**config.mk**
```make
export PLATFORM = sky130hd
export DESIGN_NAME = slip_frame_decoder_flat
export DESIGN_NICKNAME = d
export VERILOG_FILES = /design/src/rtl/sfd_pkg.sv /design/src/rtl/sfd_if.sv /design/src/rtl/slip_frame_decoder.sv /design/src/rtl/sfd_step.sv /design/src/flat_wrapper.sv
export SDC_FILE = /design/constraint.sdc
export NUM_CORES = 1
export LEC_CHECK = 0
export ABC_AREA = 0
export BUFFER_PORTS_ARGS = -buffer_cell sky130_fd_sc_hd__buf_2
export CORE_MARGIN = 3
export CORE_UTILIZATION = 50
export DETAILED_ROUTE_END_ITERATION = 12
export PLACE_DENSITY = 0.75
export SYNTH_ARGS = -nofsm -noshare
export SYNTH_HDL_FRONTEND = slang
export SYNTH_SLANG_ARGS = --single-unit
export TNS_END_PERCENT = 10
```
**constraint.sdc**
```tcl
create_clock -name clk -period 4.65 [get_ports clk]
set_clock_uncertainty 0.1 [all_clocks]
set_input_delay 0.93 -clock clk [delete_from_list [all_inputs] [get_ports clk]]
set_output_delay 0.93 -clock clk [all_outputs]
set_load 0.01 [all_outputs]
```
**src/rtl/sfd_pkg.sv**
```systemverilog
// ----------------------------------------------------------------------------
// sfd_pkg
// Shared constants, codes and types for the SLIP frame decoder.
// ----------------------------------------------------------------------------
package sfd_pkg;

  // SLIP special octets
  localparam logic [7:0] SLIP_END     = 8'hC0;
  localparam logic [7:0] SLIP_ESC     = 8'hDB;
  localparam logic [7:0] SLIP_ESC_END = 8'hDC;
  localparam logic [7:0] SLIP_ESC_ESC = 8'hDD;

  // Result kinds
  localparam logic [1:0] KIND_DATA  = 2'd0;
  localparam logic [1:0] KIND_EOF   = 2'd1;
  localparam logic [1:0] KIND_ERROR = 2'd2;

  // Decoder modes (code 3 is unused and decodes as normal)
  localparam logic [1:0] MODE_NORMAL = 2'd0;
  localparam logic [1:0] MODE_START  = 2'd1;
  localparam logic [1:0] MODE_END    = 2'd2;

  // Outcome of one decode step
  typedef struct packed {
    logic       emit;
    logic [1:0] kind;
    logic [7:0] byte_out;
    logic [1:0] mode_nxt;
    logic       esc_nxt;
  } step_t;

endpackage

```
**src/rtl/sfd_if.sv**
```systemverilog
// ----------------------------------------------------------------------------
// sfd_in_if / sfd_out_if
// Valid/ready channels: encoded octets in, decoded result words out.
// ----------------------------------------------------------------------------
interface sfd_in_if;
  logic       valid;
  logic       ready;
  logic [7:0] byte_in;

  modport source (output valid, output byte_in, input ready);
  modport sink   (input valid, input byte_in, output ready);
endinterface

interface sfd_out_if;
  logic       valid;
  logic       ready;
  logic [1:0] kind;
  logic [7:0] byte_out;

  modport source (output valid, output kind, output byte_out, input ready);
  modport sink   (input valid, input kind, input byte_out, output ready);
endinterface

```
**src/rtl/slip_frame_decoder.sv**
```systemverilog
// ----------------------------------------------------------------------------
// slip_frame_decoder
// Removes SLIP framing: one encoded octet in, at most one result word out.
// ----------------------------------------------------------------------------
//  channel   dir  payload                    handshake
//  in_ch     in   byte_in[7:0]               valid/ready
//  out_ch    out  kind[1:0], byte_out[7:0]   valid/ready
//  cfg_*     in   with_start_delimiter       cfg_we, no wait
//
// One octet per clock while results are taken: an octet passes the input
// register, then is decoded into the result register. The decode is a few
// byte compares and a 2-bit mode update, so sfd_step gives the next mode and
// escape state combinationally. Reset is synchronous. A stalled result holds
// in the result register while one more octet waits in the input register.
// ----------------------------------------------------------------------------
module slip_frame_decoder (
  input  logic         clk,
  input  logic         rst_n,
  sfd_in_if.sink       in_ch,
  sfd_out_if.source    out_ch,
  input  logic         cfg_we,
  input  logic         cfg_wdata
);

  logic           delim_r;
  logic [1:0]     mode_r;
  logic           esc_r;
  logic           in_valid_r;
  logic [7:0]     in_byte_r;
  logic           out_valid_r;
  logic [1:0]     out_kind_r;
  logic [7:0]     out_byte_r;
  logic           advance;
  sfd_pkg::step_t step;

  // Decode the held octet when the result slot is free or draining
  assign advance     = in_valid_r && (!out_valid_r || out_ch.ready);
  assign in_ch.ready = !in_valid_r || advance;

  sfd_step u_step (
    .start_delim (delim_r),
    .mode        (mode_r),
    .esc_pending (esc_r),
    .byte_in     (in_byte_r),
    .step        (step)
  );

  // Input register
  always_ff @(posedge clk) begin
    if (!rst_n) begin
      in_valid_r <= 1'b0;
    end else if (in_ch.ready) begin
      in_valid_r <= in_ch.valid;
    end
  end

  always_ff @(posedge clk) begin
    if (in_ch.valid && in_ch.ready) begin
      in_byte_r <= in_ch.byte_in;
    end
  end

  // Configuration and decoder state
  always_ff @(posedge clk) begin
    if (!rst_n) begin
      delim_r <= 1'b0;
      mode_r  <= sfd_pkg::MODE_NORMAL;
      esc_r   <= 1'b0;
    end else if (cfg_we) begin
      delim_r <= cfg_wdata;
      mode_r  <= cfg_wdata ? sfd_pkg::MODE_START : sfd_pkg::MODE_NORMAL;
      esc_r   <= 1'b0;
    end else if (advance) begin
      mode_r  <= step.mode_nxt;
      esc_r   <= step.esc_nxt;
    end
  end

  // Result register
  always_ff @(posedge clk) begin
    if (!rst_n) begin
      out_valid_r <= 1'b0;
    end else if (advance) begin
      out_valid_r <= step.emit;
    end else if (out_ch.ready) begin
      out_valid_r <= 1'b0;
    end
  end

  always_ff @(posedge clk) begin
    if (advance && step.emit) begin
      out_kind_r <= step.kind;
      out_byte_r <= step.byte_out;
    end
  end

  assign out_ch.valid    = out_valid_r;
  assign out_ch.kind     = out_kind_r;
  assign out_ch.byte_out = out_byte_r;

endmodule

```
**src/rtl/sfd_step.sv**
```systemverilog
// ----------------------------------------------------------------------------
// sfd_step
// Combinational decode of one octet against the current mode and escape flag.
// ----------------------------------------------------------------------------
module sfd_step (
  input  logic              start_delim,
  input  logic [1:0]        mode,
  input  logic              esc_pending,
  input  logic [7:0]        byte_in,
  output sfd_pkg::step_t    step
);

  logic [1:0] idle_mode;
  logic       is_end;

  assign idle_mode = start_delim ? sfd_pkg::MODE_START : sfd_pkg::MODE_NORMAL;
  assign is_end    = (byte_in == sfd_pkg::SLIP_END);

  // Decode one octet
  always_comb begin
    step.emit     = 1'b0;
    step.kind     = sfd_pkg::KIND_DATA;
    step.byte_out = 8'd0;
    step.mode_nxt = mode;
    step.esc_nxt  = esc_pending;
    unique case (mode)
      sfd_pkg::MODE_START: begin
        if (is_end) begin
          step.mode_nxt = sfd_pkg::MODE_NORMAL;
        end else begin
          step.mode_nxt = sfd_pkg::MODE_END;
          step.emit     = 1'b1;
          step.kind     = sfd_pkg::KIND_ERROR;
          step.byte_out = byte_in;
        end
      end
      sfd_pkg::MODE_END: begin
        // discard until frame end
        if (is_end) begin
          step.mode_nxt = idle_mode;
        end
      end
      default: begin
        if (esc_pending) begin
          step.esc_nxt = 1'b0;
          step.emit    = 1'b1;
          if (byte_in == sfd_pkg::SLIP_ESC_END) begin
            step.byte_out = sfd_pkg::SLIP_END;
          end else if (byte_in == sfd_pkg::SLIP_ESC_ESC) begin
            step.byte_out = sfd_pkg::SLIP_ESC;
          end else begin
            step.kind     = sfd_pkg::KIND_ERROR;
            step.byte_out = byte_in;
            step.mode_nxt = is_end ? idle_mode : sfd_pkg::MODE_END;
          end
        end else if (byte_in == sfd_pkg::SLIP_ESC) begin
          step.esc_nxt = 1'b1;
        end else if (is_end) begin
          step.emit     = 1'b1;
          step.kind     = sfd_pkg::KIND_EOF;
          step.mode_nxt = idle_mode;
        end else begin
          step.emit     = 1'b1;
          step.byte_out = byte_in;
        end
      end
    endcase
  end

endmodule

```
**src/flat_wrapper.sv**
```systemverilog
// flat-port wrapper written by rule: the top's interface ports become plain ports
module slip_frame_decoder_flat 
  (clk, rst_n, cfg_we, cfg_wdata, in_ch_valid, in_ch_byte_in, in_ch_ready, out_ch_valid, out_ch_kind, out_ch_byte_out, out_ch_ready);
  sfd_in_if in_ch_i ();
  sfd_out_if out_ch_i ();
  input  logic clk;
  input  logic rst_n;
  input  logic cfg_we;
  input  logic cfg_wdata;
  input wire logic [$bits(in_ch_i.valid)-1:0] in_ch_valid;
  input wire logic [$bits(in_ch_i.byte_in)-1:0] in_ch_byte_in;
  output wire logic [$bits(in_ch_i.ready)-1:0] in_ch_ready;
  output wire logic [$bits(out_ch_i.valid)-1:0] out_ch_valid;
  output wire logic [$bits(out_ch_i.kind)-1:0] out_ch_kind;
  output wire logic [$bits(out_ch_i.byte_out)-1:0] out_ch_byte_out;
  input wire logic [$bits(out_ch_i.ready)-1:0] out_ch_ready;
  assign in_ch_i.valid = in_ch_valid;
  assign in_ch_i.byte_in = in_ch_byte_in;
  assign in_ch_ready = in_ch_i.ready;
  assign out_ch_valid = out_ch_i.valid;
  assign out_ch_kind = out_ch_i.kind;
  assign out_ch_byte_out = out_ch_i.byte_out;
  assign out_ch_i.ready = out_ch_ready;
  slip_frame_decoder u_core (.clk(clk), .rst_n(rst_n), .in_ch(in_ch_i), .out_ch(out_ch_i), .cfg_we(cfg_we), .cfg_wdata(cfg_wdata));
endmodule
```
# Word-level counts from Yosys, hierarchy flattened
# Index checks and enable logic that the tools add are counted.
# word_totals
input_bits	14
output_inout_bits	12
wordCells	55
regBits	24
# op_classes
n_eq_ne	9
bitwise_logic	2
mux	23
n_reduce_logical	13
# ops
operator	n
$eq A8 B8 Y1 const B	4
$mux W8	3
$pmux W11 S2	1
$mux W2	9
$mux W14	1
$mux W13	1
$mux W11	1
$ne A5 B5 Y1 const B	2
$mux W1	6
$ne A5 B2 Y1 const B	1
$pmux W2 S2	1
$reduce_and A4 Y1	1
$reduce_bool A2 Y1	2
$reduce_or A2 Y1	2
$logic_and A1 B1 Y1	3
$eq A2 B1 Y1 const B	1
$eq A2 B2 Y1 const B	1
$logic_not A1 Y1	2
$logic_or A1 B1 Y1	2
$not A1 Y1	2
$reduce_and A2 Y1	1

# Longest topological paths before layout
# Gate-level depths: netlist of run 1.
# depth
ltp_word	8
depth_mapped	6
depth_no_buf	6

# Hierarchy
# From an unflattened synthesis of run 1, not the netlist that was laid out.
# unflattened
hier_cells	94
area_unflattened_um2	1098.6
# modules_own_cells
module	seq_area_each_um2	cells_each	n_inst	area_each_um2
slip_frame_decoder	660.6	48	1	797.0
sfd_step	0.0	46	1	301.5

# Least setup slack after synthesis of run 1
# No wires, ideal clock.
# synth_timing
path_type	input to output
start	input out_ch_ready
end	output in_ch_ready
path_buffers	0
arrival_time_ns	1.159
t_required_ns	3.620
slack_ns	2.461
cell_stages	2
cell_sequence	nor2b_1 -> nand2_1
# synth_between
elab_chain_len	3
# synth_lines
element	line_no	source
start: declaration	flat_wrapper.sv:16	input wire logic [$bits(out_ch_i.ready)-1:0] out_ch_ready;
$logic_or A1 B1 Y1	slip_frame_decoder.sv:37	assign advance = in_valid_r && (!out_valid_r || out_ch.ready);
$logic_and A1 B1 Y1	slip_frame_decoder.sv:37	
$logic_or A1 B1 Y1	slip_frame_decoder.sv:38	assign in_ch.ready = !in_valid_r || advance;
end: declaration	flat_wrapper.sv:12	output wire logic [$bits(in_ch_i.ready)-1:0] in_ch_ready;
# Every way passes these cells.

# Worst setup path after layout of run 1
# layout_timing
start	register u_core.mode_r[0]
end	register u_core.out_byte_r[6], in the netlist u_core.out_ch.byte_out[6] (enable)
# layout_between
elab_chain_len	3
word_cells_on_any_way	4
classes_between	eq/ne: 2; mux: 1; reduce/logical: 1
# layout_lines
element	line_no	source
start: declaration	slip_frame_decoder.sv:26	logic [1:0] mode_r;
start signal: assignment	slip_frame_decoder.sv:67	mode_r <= sfd_pkg::MODE_NORMAL;
start signal: assignment	slip_frame_decoder.sv:71	mode_r <= cfg_wdata ? sfd_pkg::MODE_START : sfd_pkg::MODE_NORMAL;
start signal: assignment	slip_frame_decoder.sv:74	mode_r <= step.mode_nxt;
$eq A2 B2 Y1 / $eq A2 B1 Y1 (equally long branches)	sfd_step.sv:26	unique case (mode)
$pmux W11 S2 (*)	sfd_step.sv:26	
$logic_and A1 B1 Y1 (*)	slip_frame_decoder.sv:91	if (advance && step.emit) begin
end signal: assignment	slip_frame_decoder.sv:93	out_byte_r <= step.byte_out;
end: declaration	slip_frame_decoder.sv:32	logic [7:0] out_byte_r;
# Every way passes the cells marked *; elsewhere a longest branch is shown, timed or not.
# A chain may end at the register's enable or synchronous reset.

==> results of run 1 <==
-- synth_stat cells --
cell type  number
ha_1            2
nor3_1          5
nand2_1         8
o31a_1          1
o2111ai_1       1
nand4b_1        1
nand3_1         4
a211oi_1        2
or3_4           1
or2_2           3
mux2i_1         1
clkbuf_1        2
and3_1          2
edfxtp_1       18
nand2b_1        2
nor3b_1         5
dfxtp_1         6
a211oi_2        1
o21ai_1         1
o21a_1          1
o311a_1         1
nand3b_1        2
a22oi_1         1
a21o_1          1
a21oi_1         4
a31oi_1         1
or4_4           1
inv_1           5
nand4bb_1       1
or3_1           1
a31o_2          1
and2_1          3
or4_1           4
nor2b_1         3
nor2_1          4
o21ai_0         2
-- power groups by stage --
stage / Clock [mW] / Sequential, mW / Combinational, mW
2_1_floorplan: 0 / 0.257 / 0.0234
3_3_place_gp: 0 / 0.255 / 0.0404
3_5_place_dp: 0 / 0.255 / 0.0414
4_1_cts: 0.151 / 0.251 / 0.0420
5_1_grt: 0.165 / 0.252 / 0.0469
6_report: 0.148 / 0.251 / 0.0421
-- final cells by class --
type,instances,share of cell area [%]
Inverter,5,1.38
Multi-Input combinational cell,71,34.3
Clock inverter,1,2.21
Tap cell,27,2.49
Sequential cell,24,48.7
Clock buffer,3,1.66
Timing Repair Buffer,25,9.23
-- routing by layer --
layer / GRT usage (%) / routed length [µm] / vias up
met5: 0 / 0 / -
met4: 9.13 / 42 / 0
met3: 3.88 / 205 / 10
met2: 29.0 / 1060 / 61
met1: 20.8 / 903 / 402
li1: - / - / 440
-- state kept, by name, summed over array words and instances (netlist names) --
| name | count |
|---|---|
| u_core.out_ch.byte_out | 8 |
| u_core.mode_r | 2 |
| u_core.in_valid_r | 1 |
| u_core.esc_r | 1 |
| u_core.out_ch.valid | 1 |
| u_core.in_byte_r | 8 |
| u_core.out_ch.kind | 2 |
| u_core.delim_r | 1 |
-- layout by cell type, fill, tap and decap left out, drive strengths merged --
master / instances
nor3: 5
edfxtp: 18
ha: 2
a21oi: 4
o21a: 1
a21o: 1
nor3b: 5
nand3: 4
nand4b: 1
o311a: 1
nand3b: 2
a211oi: 3
a22oi: 1
o31a: 1
or3: 2
nor2b: 3
nand2: 8
inv: 5
mux2i: 1
clkbuf: 3
o21ai: 3
or4: 5
a31oi: 1
and3: 2
nor2: 4
nand4bb: 1
or2: 3
bufinv: 1
o2111ai: 1
nand2b: 2
and2: 3
dfxtp: 6
buf: 25
a31o: 1
-- path summary, 6_finish.rpt --
check / to / slack [ns] / depth (start not counted)
max: u_core.out_ch.byte_out[6] / 2.18 / 6
max reg2reg: u_core.out_ch.byte_out[6] / 2.18 / 6
min: u_core.mode_r[1] / 0.38 / 2
min reg2reg: u_core.mode_r[1] / 0.38 / 2
-- critical path, delay by kind of cell (launching register included) --
kind | cells | cell delay (ns)
compound gates | 2 | 0.29
flops | 1 | 0.39
simple gates | 2 | 0.82
buf+inv | 1 | 0.06
fa+ha+maj | 1 | 0.46
-- cell families after synthesis --
kind of cell	Yosys count	synth area share, %
compound gates	18	11.1
fa+ha+maj	2	2.17
buf+inv	7	2.28
flops	24	57.3
mux	1	0.869
simple gates	50	26.3
==> metrics.csv, run 1 <==
stage,metric,value,unit
detailed_routing,post-route ant nets,0,
final_layout,area occupied by multi-input gates,465,µm²
sta,Final min period,2.47,ns
power_and_ir_drop,Internal,0.349,mW
detailed_routing,routed len/inst,14.2,µm
setup_path,Crit path required time,4.51,ns
sta,fmax,404,MHz
die,num rows,16,
cts,clock tree root buffer cell,clkbuf_4,
synth,Syn Area/Cell,11.3,µm²
die,DIE HEIGHT,54.0,µm
cts,hold buffer count at cts,0,
sta,"Hold Vio Cnt, Final",0,
synth,syn_nets,118,
cts,Sink Count,24,
grt,initial antenna violation count,0,
power_and_ir_drop,Flop pwr share,56.8,%
place,dpl ws,2.18,ns
die,top-level port count,26,
setup_path,CP startpoint,u_core.mode_r[0],
place,GPL Wtd Cong,0.849,
sta,Final TNS setup,0,ns
cts,H-tree levels,1,
final_layout,Final Instance Area,1360,µm²
detailed_routing,vias per inst,5.85,
detailed_routing,Post-Route WL,2210,µm
setup_path,crit-path max FO,14,
power_and_ir_drop,part of the power in combinational logic,9.5,%
setup_path,CP Data Arrival Time,2.33,ns
power_and_ir_drop,Clk network pwr share,33.6,%
final_layout,Reg area,661,µm²
grt,first-pass GRT wire length,3570,µm
synth,mapped cell area,1150,µm²
hold_path,worst min path class,flop to flop,
final_layout,nets@finish,146,
sta,Worst slew margin,48.5,%
final_layout,# fillers,166,
synth,"Distinct cells, synth",36,
power_and_ir_drop,Switching Fraction,20.9,%
cts,Num CTS Buffers,3,
die,total die area,2920,µm²
detailed_routing,drt initial violations,30,
synth,Synth Register Bits,24,
synth,Ys Warns,0,
power_and_ir_drop,P per Cell Area,325,nW/µm²
grt,pin count of the biggest net entering global routing,15,
grt,Total GRT Usage,17.4,%
setup_path,worst r2r src,u_core.mode_r[0],
power_and_ir_drop,leakage,0.515,nW
sta,setup ws final,2.18,ns
die,core area,2060,µm²
final_layout,Non-Filler Instances,156,
power_and_ir_drop,Net Switching,0.0922,mW
place,# placed instances,152,
hold_path,hold_sp,u_core.mode_r[1],
detailed_routing,DRT Pass-1 Iters,6,
sta,fin. max-slew vios,0,
setup_path,kind of critical path,flop to flop,
detailed_routing,Residual DRC,0,
cts,CTS resizes,0,
sta,RSZ-0062 raised after global routing,false,
setup_path,Startpoint Class,flop,
place,I/O Buffers,25,
cts,CTS tree,done,
cts,Worst-Skew Late Latency,0.31,ns
synth,leading area contributor after synthesis,edfxtp_1,
cts,"CTS clk-pin slew, worst paths",0.13,ns
final_layout,number of antenna diodes,0,
synth,post-synth top area share,46.9,%
setup_path,"slowest stage cell, crit path",nor2_1,
setup_path,CP max stage delay,0.61,ns
power_and_ir_drop,worst IR drop on VDD,0.000226,V
synth,Cells after Synth,102,
synth,top post-synthesis cells by area,"edfxtp_1 47%, dfxtp_1 10%, nor3b_1 3.3%",
place,HPWL after DPL,1590,µm
sta,hold slack,0.383,ns
final_layout,Util after Layout,65.8,%
cts,setup bufs post-CTS,0,
setup_path,CP Capture Type,flop,
die,Initial Utilization,55.9,%
die,DIE WIDTH,54.0,µm
sta,Worst Tran Pin Value,0.769,ns
setup_path,worst-path cell chain,inv_1 > ha_1 > nor2b_1 > o31a_1 > a21oi_1 > nor2_1,
detailed_routing,via total after detailed routing,913,
cts,Clock Path Buffers,2,
status,status,completed,
final_layout,"Area growth, synth to finish",17.7,%
synth,sequential area share after synthesis,57.3,%
grt,vias in the first global route,842,
power_and_ir_drop,Final Power,0.441,mW
grt,global route overflow,0,
sta,endpoints failing setup,0,
flow_run,max-capacitance violation count,0,
sta,final period utilization,53.2,%
final_layout,layout cell share with drive strength beyond 1,27.9,%
place,Post-DP Area,1300,µm²
(Power assumes the default switching activity.)
==> run 2: changes to the inputs <==
Settings changed: ABC_AREA 0 to 1.
Clock period 4.65 ns to 2.5 ns, I/O delays scaled along.
==> run 2 against run 1 <==
Via count shrank 3.5%. Worst hold slack lost 0.14 ns. Largest cell class unchanged. Maximum frequency grew 25%. Combinational power grew 93%. Synthesized cell count grew 23%. Final area shrank 0.92%. Global-route usage shrank 2.3 points. First-iteration DRC count shrank 27%. Setup slack lost 1.7 ns.
==> metrics.csv, run 2 <==
stage,metric,value,unit,change
detailed_routing,Post-Route WL,1970,µm,-11%
setup_path,kind of critical path,flop to flop,,
power_and_ir_drop,P per Cell Area,530,nW/µm²,+63%
synth,number of synthesized flops with an enable pin,18,,unchanged
die,DIE WIDTH,54.1,µm,+0.24%
sta,RSZ-0062 raised after global routing,false,,
sta,Worst slew margin,69.2,%,+21 points
final_layout,# fillers,175,,+5.4%
die,Initial Utilization,55.6,%,-0.24 points
cts,setup bufs post-CTS,0,,unchanged
sta,Final TNS setup,0,ns,unchanged
detailed_routing,Residual DRC,0,,unchanged
grt,global route overflow,0,,unchanged
synth,mapped cell area,1160,µm²,+0.54%
die,total die area,2930,µm²,+0.48%
cts,CTS tree,done,,
sta,final period utilization,79.1,%,+26 points
cts,CTS resizes,0,,unchanged
synth,syn_nets,141,,+19%
sta,Worst Tran Pin Value,0.459,ns,-0.310 ns
place,HPWL after DPL,1610,µm,+1.4%
power_and_ir_drop,leakage,0.600,nW,+17%
flow_run,max-capacitance violation count,0,,unchanged
die,top-level port count,26,,unchanged
sta,endpoints failing setup,0,,unchanged
cts,hold buffer count at cts,0,,unchanged
sta,fmax,505,MHz,+25%
synth,ys async rst share,0,%,unchanged
setup_path,Startpoint Class,flop,,
power_and_ir_drop,worst IR drop on VDD,0.000354,V,+56%
cts,Sink Count,24,,unchanged
final_layout,Non-Filler Instances,181,,+16%
sta,Final min period,1.98,ns,-0.495 ns
synth,leading area contributor after synthesis,edfxtp_1,,
cts,Clock Path Buffers,2,,unchanged
detailed_routing,routed len/inst,10.9,µm,-23%
cts,Worst-Skew Late Latency,0.31,ns,about the same
synth,Ys Warns,0,,unchanged
grt,Total GRT Usage,15.1,%,-2.3 points
grt,pin count of the biggest net entering global routing,14,,-1
final_layout,layout cell share with drive strength beyond 1,31.2,%,+3.3 points
synth,top post-synthesis cells by area,"edfxtp_1 47%, dfxtp_1 10%, nand2_1 8.7%",,
grt,first-pass GRT wire length,3170,µm,-11%
detailed_routing,post-route ant nets,0,,unchanged
setup_path,crit-path max FO,10,,-4
place,GPL Wtd Cong,0.916,,+7.9%
synth,cell with the most instances after synthesis,nand2_1,,
die,core area,2080,µm²,+0.97%
detailed_routing,via total after detailed routing,881,,-3.5%
detailed_routing,drt initial violations,22,,-27%
setup_path,CP Capture Type,flop,,
synth,Main synth FF type,edfxtp_1,,
final_layout,"commonest non-fill, non-tap cell in the layout",nand2_1,,
cts,clock tree root buffer cell,clkbuf_4,,
synth,Synth Register Bits,24,,unchanged
die,num rows,16,,unchanged
final_layout,nets@finish,171,,+17%
synth,post-synth top area share,46.7,%,-0.25 points
setup_path,CP Data Arrival Time,1.87,ns,-0.46 ns
detailed_routing,DRT Pass-1 Iters,4,,-2
cts,"CTS clk-pin slew, worst paths",0.13,ns,about the same
sta,"Hold Vio Cnt, Final",0,,unchanged
cts,H-tree levels,1,,unchanged
sta,fin. max-slew vios,0,,unchanged
final_layout,number of antenna diodes,0,,unchanged
grt,initial antenna violation count,0,,unchanged
grt,vias in the first global route,812,,-3.6%
final_layout,"Area growth, synth to finish",16.0,%,
cts,Num CTS Buffers,3,,unchanged
place,I/O Buffers,25,,unchanged
synth,synth cell count leaders,"27 x nand2_1, 18 x edfxtp_1, 18 x inv_1",,
synth,sequential area share after synthesis,57.0,%,-0.31 points
synth,Cells after Synth,125,,+23%
hold_path,worst min path class,primary input to flop,,
synth,Syn Area/Cell,9.27,µm²,-18%
final_layout,most frequent cells in the layout,"27 x nand2_1, 25 x buf_2, 18 x inv_1, 18 x edfxtp_1, 11 x nor2_1",,
synth,"Distinct cells, synth",20,,-44%
setup_path,Crit path required time,2.40,ns,-2.11 ns
detailed_routing,vias per inst,4.87,,-17%
place,# placed instances,177,,+16%
die,DIE HEIGHT,54.1,µm,+0.24%
status,status,completed,,
==> run 2: worst max-delay path: stages, from the launching register on <==
cell,delay [ns]
dfxtp_1,0.37
inv_1,0.06
ha_1,0.38
nor2_1,0.20
nand2_1,0.10
nand2_1,0.09
nand2_1,0.08
inv_1,0.29
==> run 2: logic make-up (layout without fill, tap and decap cells) <==
logic type	after synthesis	in the layout	synth area share, %
flip-flops	24	24	57.0
AND/OR/NAND/NOR	63	63	26.6
AO/OA/AOI/OAI	13	13	6.80
buffers and inverters	23	52	7.45
adder cells (fa/ha/maj)	2	2	2.16
==> run 2: final timing paths <==
check | startpoint | end | cells after the start | slack, ns
setup / recovery | u_core.mode_r[0] | u_core.out_ch.byte_out[6] | 7 | 0.52
hold / removal | in_ch_byte_in[1] | u_core.in_byte_r[1] | 1 | 0.25
setup reg to reg | u_core.mode_r[0] | u_core.out_ch.byte_out[6] | 7 | 0.52
hold reg to reg | u_core.delim_r | u_core.delim_r | 2 | 0.39
==> run 2: final cells by class <==
cell class / instances / area [µm²] / area share (%)
Tap cell: 27 / 33.8 / 2.51
Clock buffer: 3 / 22.5 / 1.68
Multi-Input combinational cell: 78 / 412 / 30.6
Inverter: 23 / 86.3 / 6.42
Clock inverter: 1 / 3.75 / 0.279
Sequential cell: 24 / 661 / 49.2
Timing Repair Buffer: 25 / 125 / 9.31
==> run 2: report_power, final <==
| group | switching, mW | internal [mW] |
|---|---|---|
| registers | 0.00861 | 0.452 |
| logic | 0.0506 | 0.0305 |
| clock network | 0.112 | 0.0585 |
==> run 2: layer usage <==
metal | track usage, % | vias to the layer above | share of wire, %
li1 | - | 464 | -
met1 | 18.0 | 373 | 43
met2 | 25.9 | 38 | 48
met3 | 2.49 | 6 | 7.7
met4 | 7.47 | 0 | 1.7
met5 | 0 | - | 0
==> run 2: metrics by stage <==
step	area [µm²]	setup WS (ns)	hold WS, ns	util (%)	power (mW)
finish	1340	0.521	0.247	64.5	0.712
global route	1340	0.385	0.239	64.5	0.742
CTS	1340	0.542	0.255	64.5	0.710
detailed placement	1320	0.570	0.379	63.3	0.551
global placement	1320	0.709	0.364	63.3	0.549
floorplan	1160	0.783	0.347	-	0.522
==> run 3: changes to the inputs <==
Settings changed: ABC_AREA 1 to 0.
Clock period 2.5 ns to 2.07 ns, I/O delays scaled along.
==> run 3 against run 2 <==
Die area shrank 0.48%. Critical path depth shrank 3. Sequential power grew 21%. Cell count shrank 6.6%. Routed wire length grew 18%. Flip-flop and latch count is the same. Sequential share of layout area shrank 4.2 points. Critical path type unchanged.
==> metrics.csv, run 3 (synthesized netlist as in run 1, its figures left out) <==
stage,metric,value,unit,change
power_and_ir_drop,Switching Fraction,21.1,%,-2.9 points
setup_path,crit-path max FO,4,,-6
detailed_routing,post-route ant nets,0,,unchanged
power_and_ir_drop,Clk network pwr share,33.1,%,+9.2 points
flow_run,max-capacitance violation count,0,,unchanged
grt,Total GRT Usage,17.3,%,+2.2 points
grt,first-pass GRT wire length,3590,µm,+13%
grt,pin count of the biggest net entering global routing,15,,+1
cts,CTS tree,done,,
final_layout,"commonest non-fill, non-tap cell in the layout",buf_2,,
final_layout,number of antenna diodes,0,,unchanged
power_and_ir_drop,Net Switching,0.214,mW,+25%
detailed_routing,Post-Route WL,2320,µm,+18%
detailed_routing,vias per inst,5.47,,+12%
die,DIE HEIGHT,54.0,µm,-0.24%
setup_path,CP Capture Type,flop,,
cts,hold buffer count at cts,0,,unchanged
cts,clock tree root buffer cell,clkbuf_4,,
power_and_ir_drop,worst IR drop on VDD,0.000499,V,+41%
sta,"Hold Vio Cnt, Final",0,,unchanged
sta,fin. max-slew vios,0,,unchanged
sta,Worst slew margin,77.2,%,+8.0 points
final_layout,most frequent cells in the layout,"25 x buf_2, 18 x edfxtp_1, 13 x buf_4, 8 x nand2_1, 6 x dfxtp_1",,
detailed_routing,Residual DRC,0,,unchanged
sta,final period utilization,98.6,%,+19 points
sta,RSZ-0062 raised after global routing,false,,
cts,Clock Path Buffers,2,,unchanged
final_layout,# fillers,156,,-11%
grt,vias in the first global route,866,,+6.7%
power_and_ir_drop,Flop pwr share,55.1,%,-9.6 points
power_and_ir_drop,leakage,0.577,nW,-3.8%
cts,Sink Count,24,,unchanged
setup_path,CP Data Arrival Time,2.03,ns,+0.16 ns
sta,setup ws final,0.0287,ns,-0.493 ns
final_layout,nets@finish,159,,-7.0%
place,dpl ws,-0.0382,ns,-0.608 ns
power_and_ir_drop,Internal,0.798,mW,+48%
final_layout,layout cell share with drive strength beyond 1,35.2,%,+4.0 points
place,GPL Wtd Cong,0.856,,-6.5%
place,HPWL after DPL,1750,µm,+9.1%
setup_path,kind of critical path,flop to flop,,
sta,Worst Tran Pin Value,0.339,ns,-0.120 ns
status,status,completed,,
hold_path,worst min path class,primary input to flop,,
final_layout,"Area growth, synth to finish",27.5,%,
cts,H-tree levels,1,,unchanged
power_and_ir_drop,part of the power in combinational logic,11.8,%,+0.4 points
power_and_ir_drop,P per Cell Area,689,nW/µm²,+30%
final_layout,Final Instance Area,1470,µm²,+9.3%
sta,fmax,490,MHz,-3.1%
die,core area,2060,µm²,-0.96%
sta,Final min period,2.04,ns,+0.0627 ns
cts,Num CTS Buffers,3,,unchanged
place,Post-DP Area,1390,µm²,+5.8%
detailed_routing,drt initial violations,20,,-9.1%
die,DIE WIDTH,54.0,µm,-0.24%
detailed_routing,via total after detailed routing,924,,+4.9%
die,top-level port count,26,,unchanged
detailed_routing,DRT Pass-1 Iters,4,,unchanged
setup_path,Crit path required time,2.06,ns,-0.34 ns
place,I/O Buffers,25,,unchanged
sta,endpoints failing setup,0,,unchanged
cts,"CTS clk-pin slew, worst paths",0.13,ns,about the same
setup_path,Startpoint Class,flop,,
sta,Final TNS setup,0,ns,unchanged
detailed_routing,routed len/inst,13.7,µm,+26%
grt,global route overflow,0,,unchanged
die,Initial Utilization,55.9,%,+0.24 points
die,num rows,16,,unchanged
die,total die area,2920,µm²,-0.48%
cts,Worst-Skew Late Latency,0.31,ns,about the same
grt,initial antenna violation count,0,,unchanged
[run 3: what timing repair did]
action                                  CTS  global route
resized for setup                         1             2
pin swaps                                 0             3
endpoints found under the setup margin   12            13
buffers inserted                          0             1
[run 3: through the flow]
| stage | cells | total power, mW | hold WS, ns | util (%) |
|---|---|---|---|---|
| 6_report | 169 | 1.01 | 0.161 | 71.2 |
| 5_1_grt | 169 | 1.05 | 0.150 | 71.2 |
| 4_1_cts | 168 | 1.01 | 0.158 | 70.3 |
| 3_5_place_dp | 164 | 0.682 | 0.362 | 67.6 |
| 3_3_place_gp | 164 | 0.679 | 0.363 | 67.6 |
| 2_1_floorplan | 102 | 0.629 | 0.345 | - |
[run 3: worst max-delay path, cell delays in order, from the launching register on]
cell	delay [ns]
edfxtp_1	0.41
or4_4	0.58
o31a_1	0.28
buf_4	0.16
or2_2	0.29
[run 3: worst paths after layout]
| kind | slack [ns] | from | to | depth (start not counted) |
|---|---|---|---|---|
| max | 0.03 | u_core.in_byte_r[1] | u_core.out_ch.kind[1] | 4 |
| min | 0.16 | in_ch_byte_in[4] | u_core.in_byte_r[4] | 1 |
| max reg2reg | 0.03 | u_core.in_byte_r[1] | u_core.out_ch.kind[1] | 4 |
| min reg2reg | 0.37 | u_core.mode_r[1] | u_core.mode_r[1] | 2 |
[run 3: metal layers]
metal / up-vias / part of all wire, % / wire [µm] / global-route usage (%)
met1: 419 / 44 / 1010 / 21.7
li1: 465 / - / - / -
met3: 2 / 6.4 / 149 / 2.77
met2: 38 / 49 / 1140 / 29.0
met4: 0 / 0.69 / 16 / 8.30
met5: - / 0 / 0 / 0
[run 3: layout make-up]
| type | instances | area [µm²] | area share, % |
|---|---|---|---|
| clock inverters | 1 | 30.0 | 2.04 |
| inverters | 5 | 18.8 | 1.28 |
| multi-input cells | 71 | 480 | 32.7 |
| flip-flops and latches | 24 | 661 | 45.0 |
| repair buffers | 38 | 223 | 15.2 |
| clock buffers | 3 | 22.5 | 1.53 |
| well taps | 27 | 33.8 | 2.30 |
[run 3: power by group through the flow]
stage               Clock, mW  Combinational [mW]  Sequential (mW)
global route            0.357               0.132            0.560
finish                  0.335               0.119            0.557
CTS                     0.338               0.116            0.557
detailed placement          0               0.114            0.568
floorplan                   0              0.0525            0.577
global placement            0               0.112            0.567
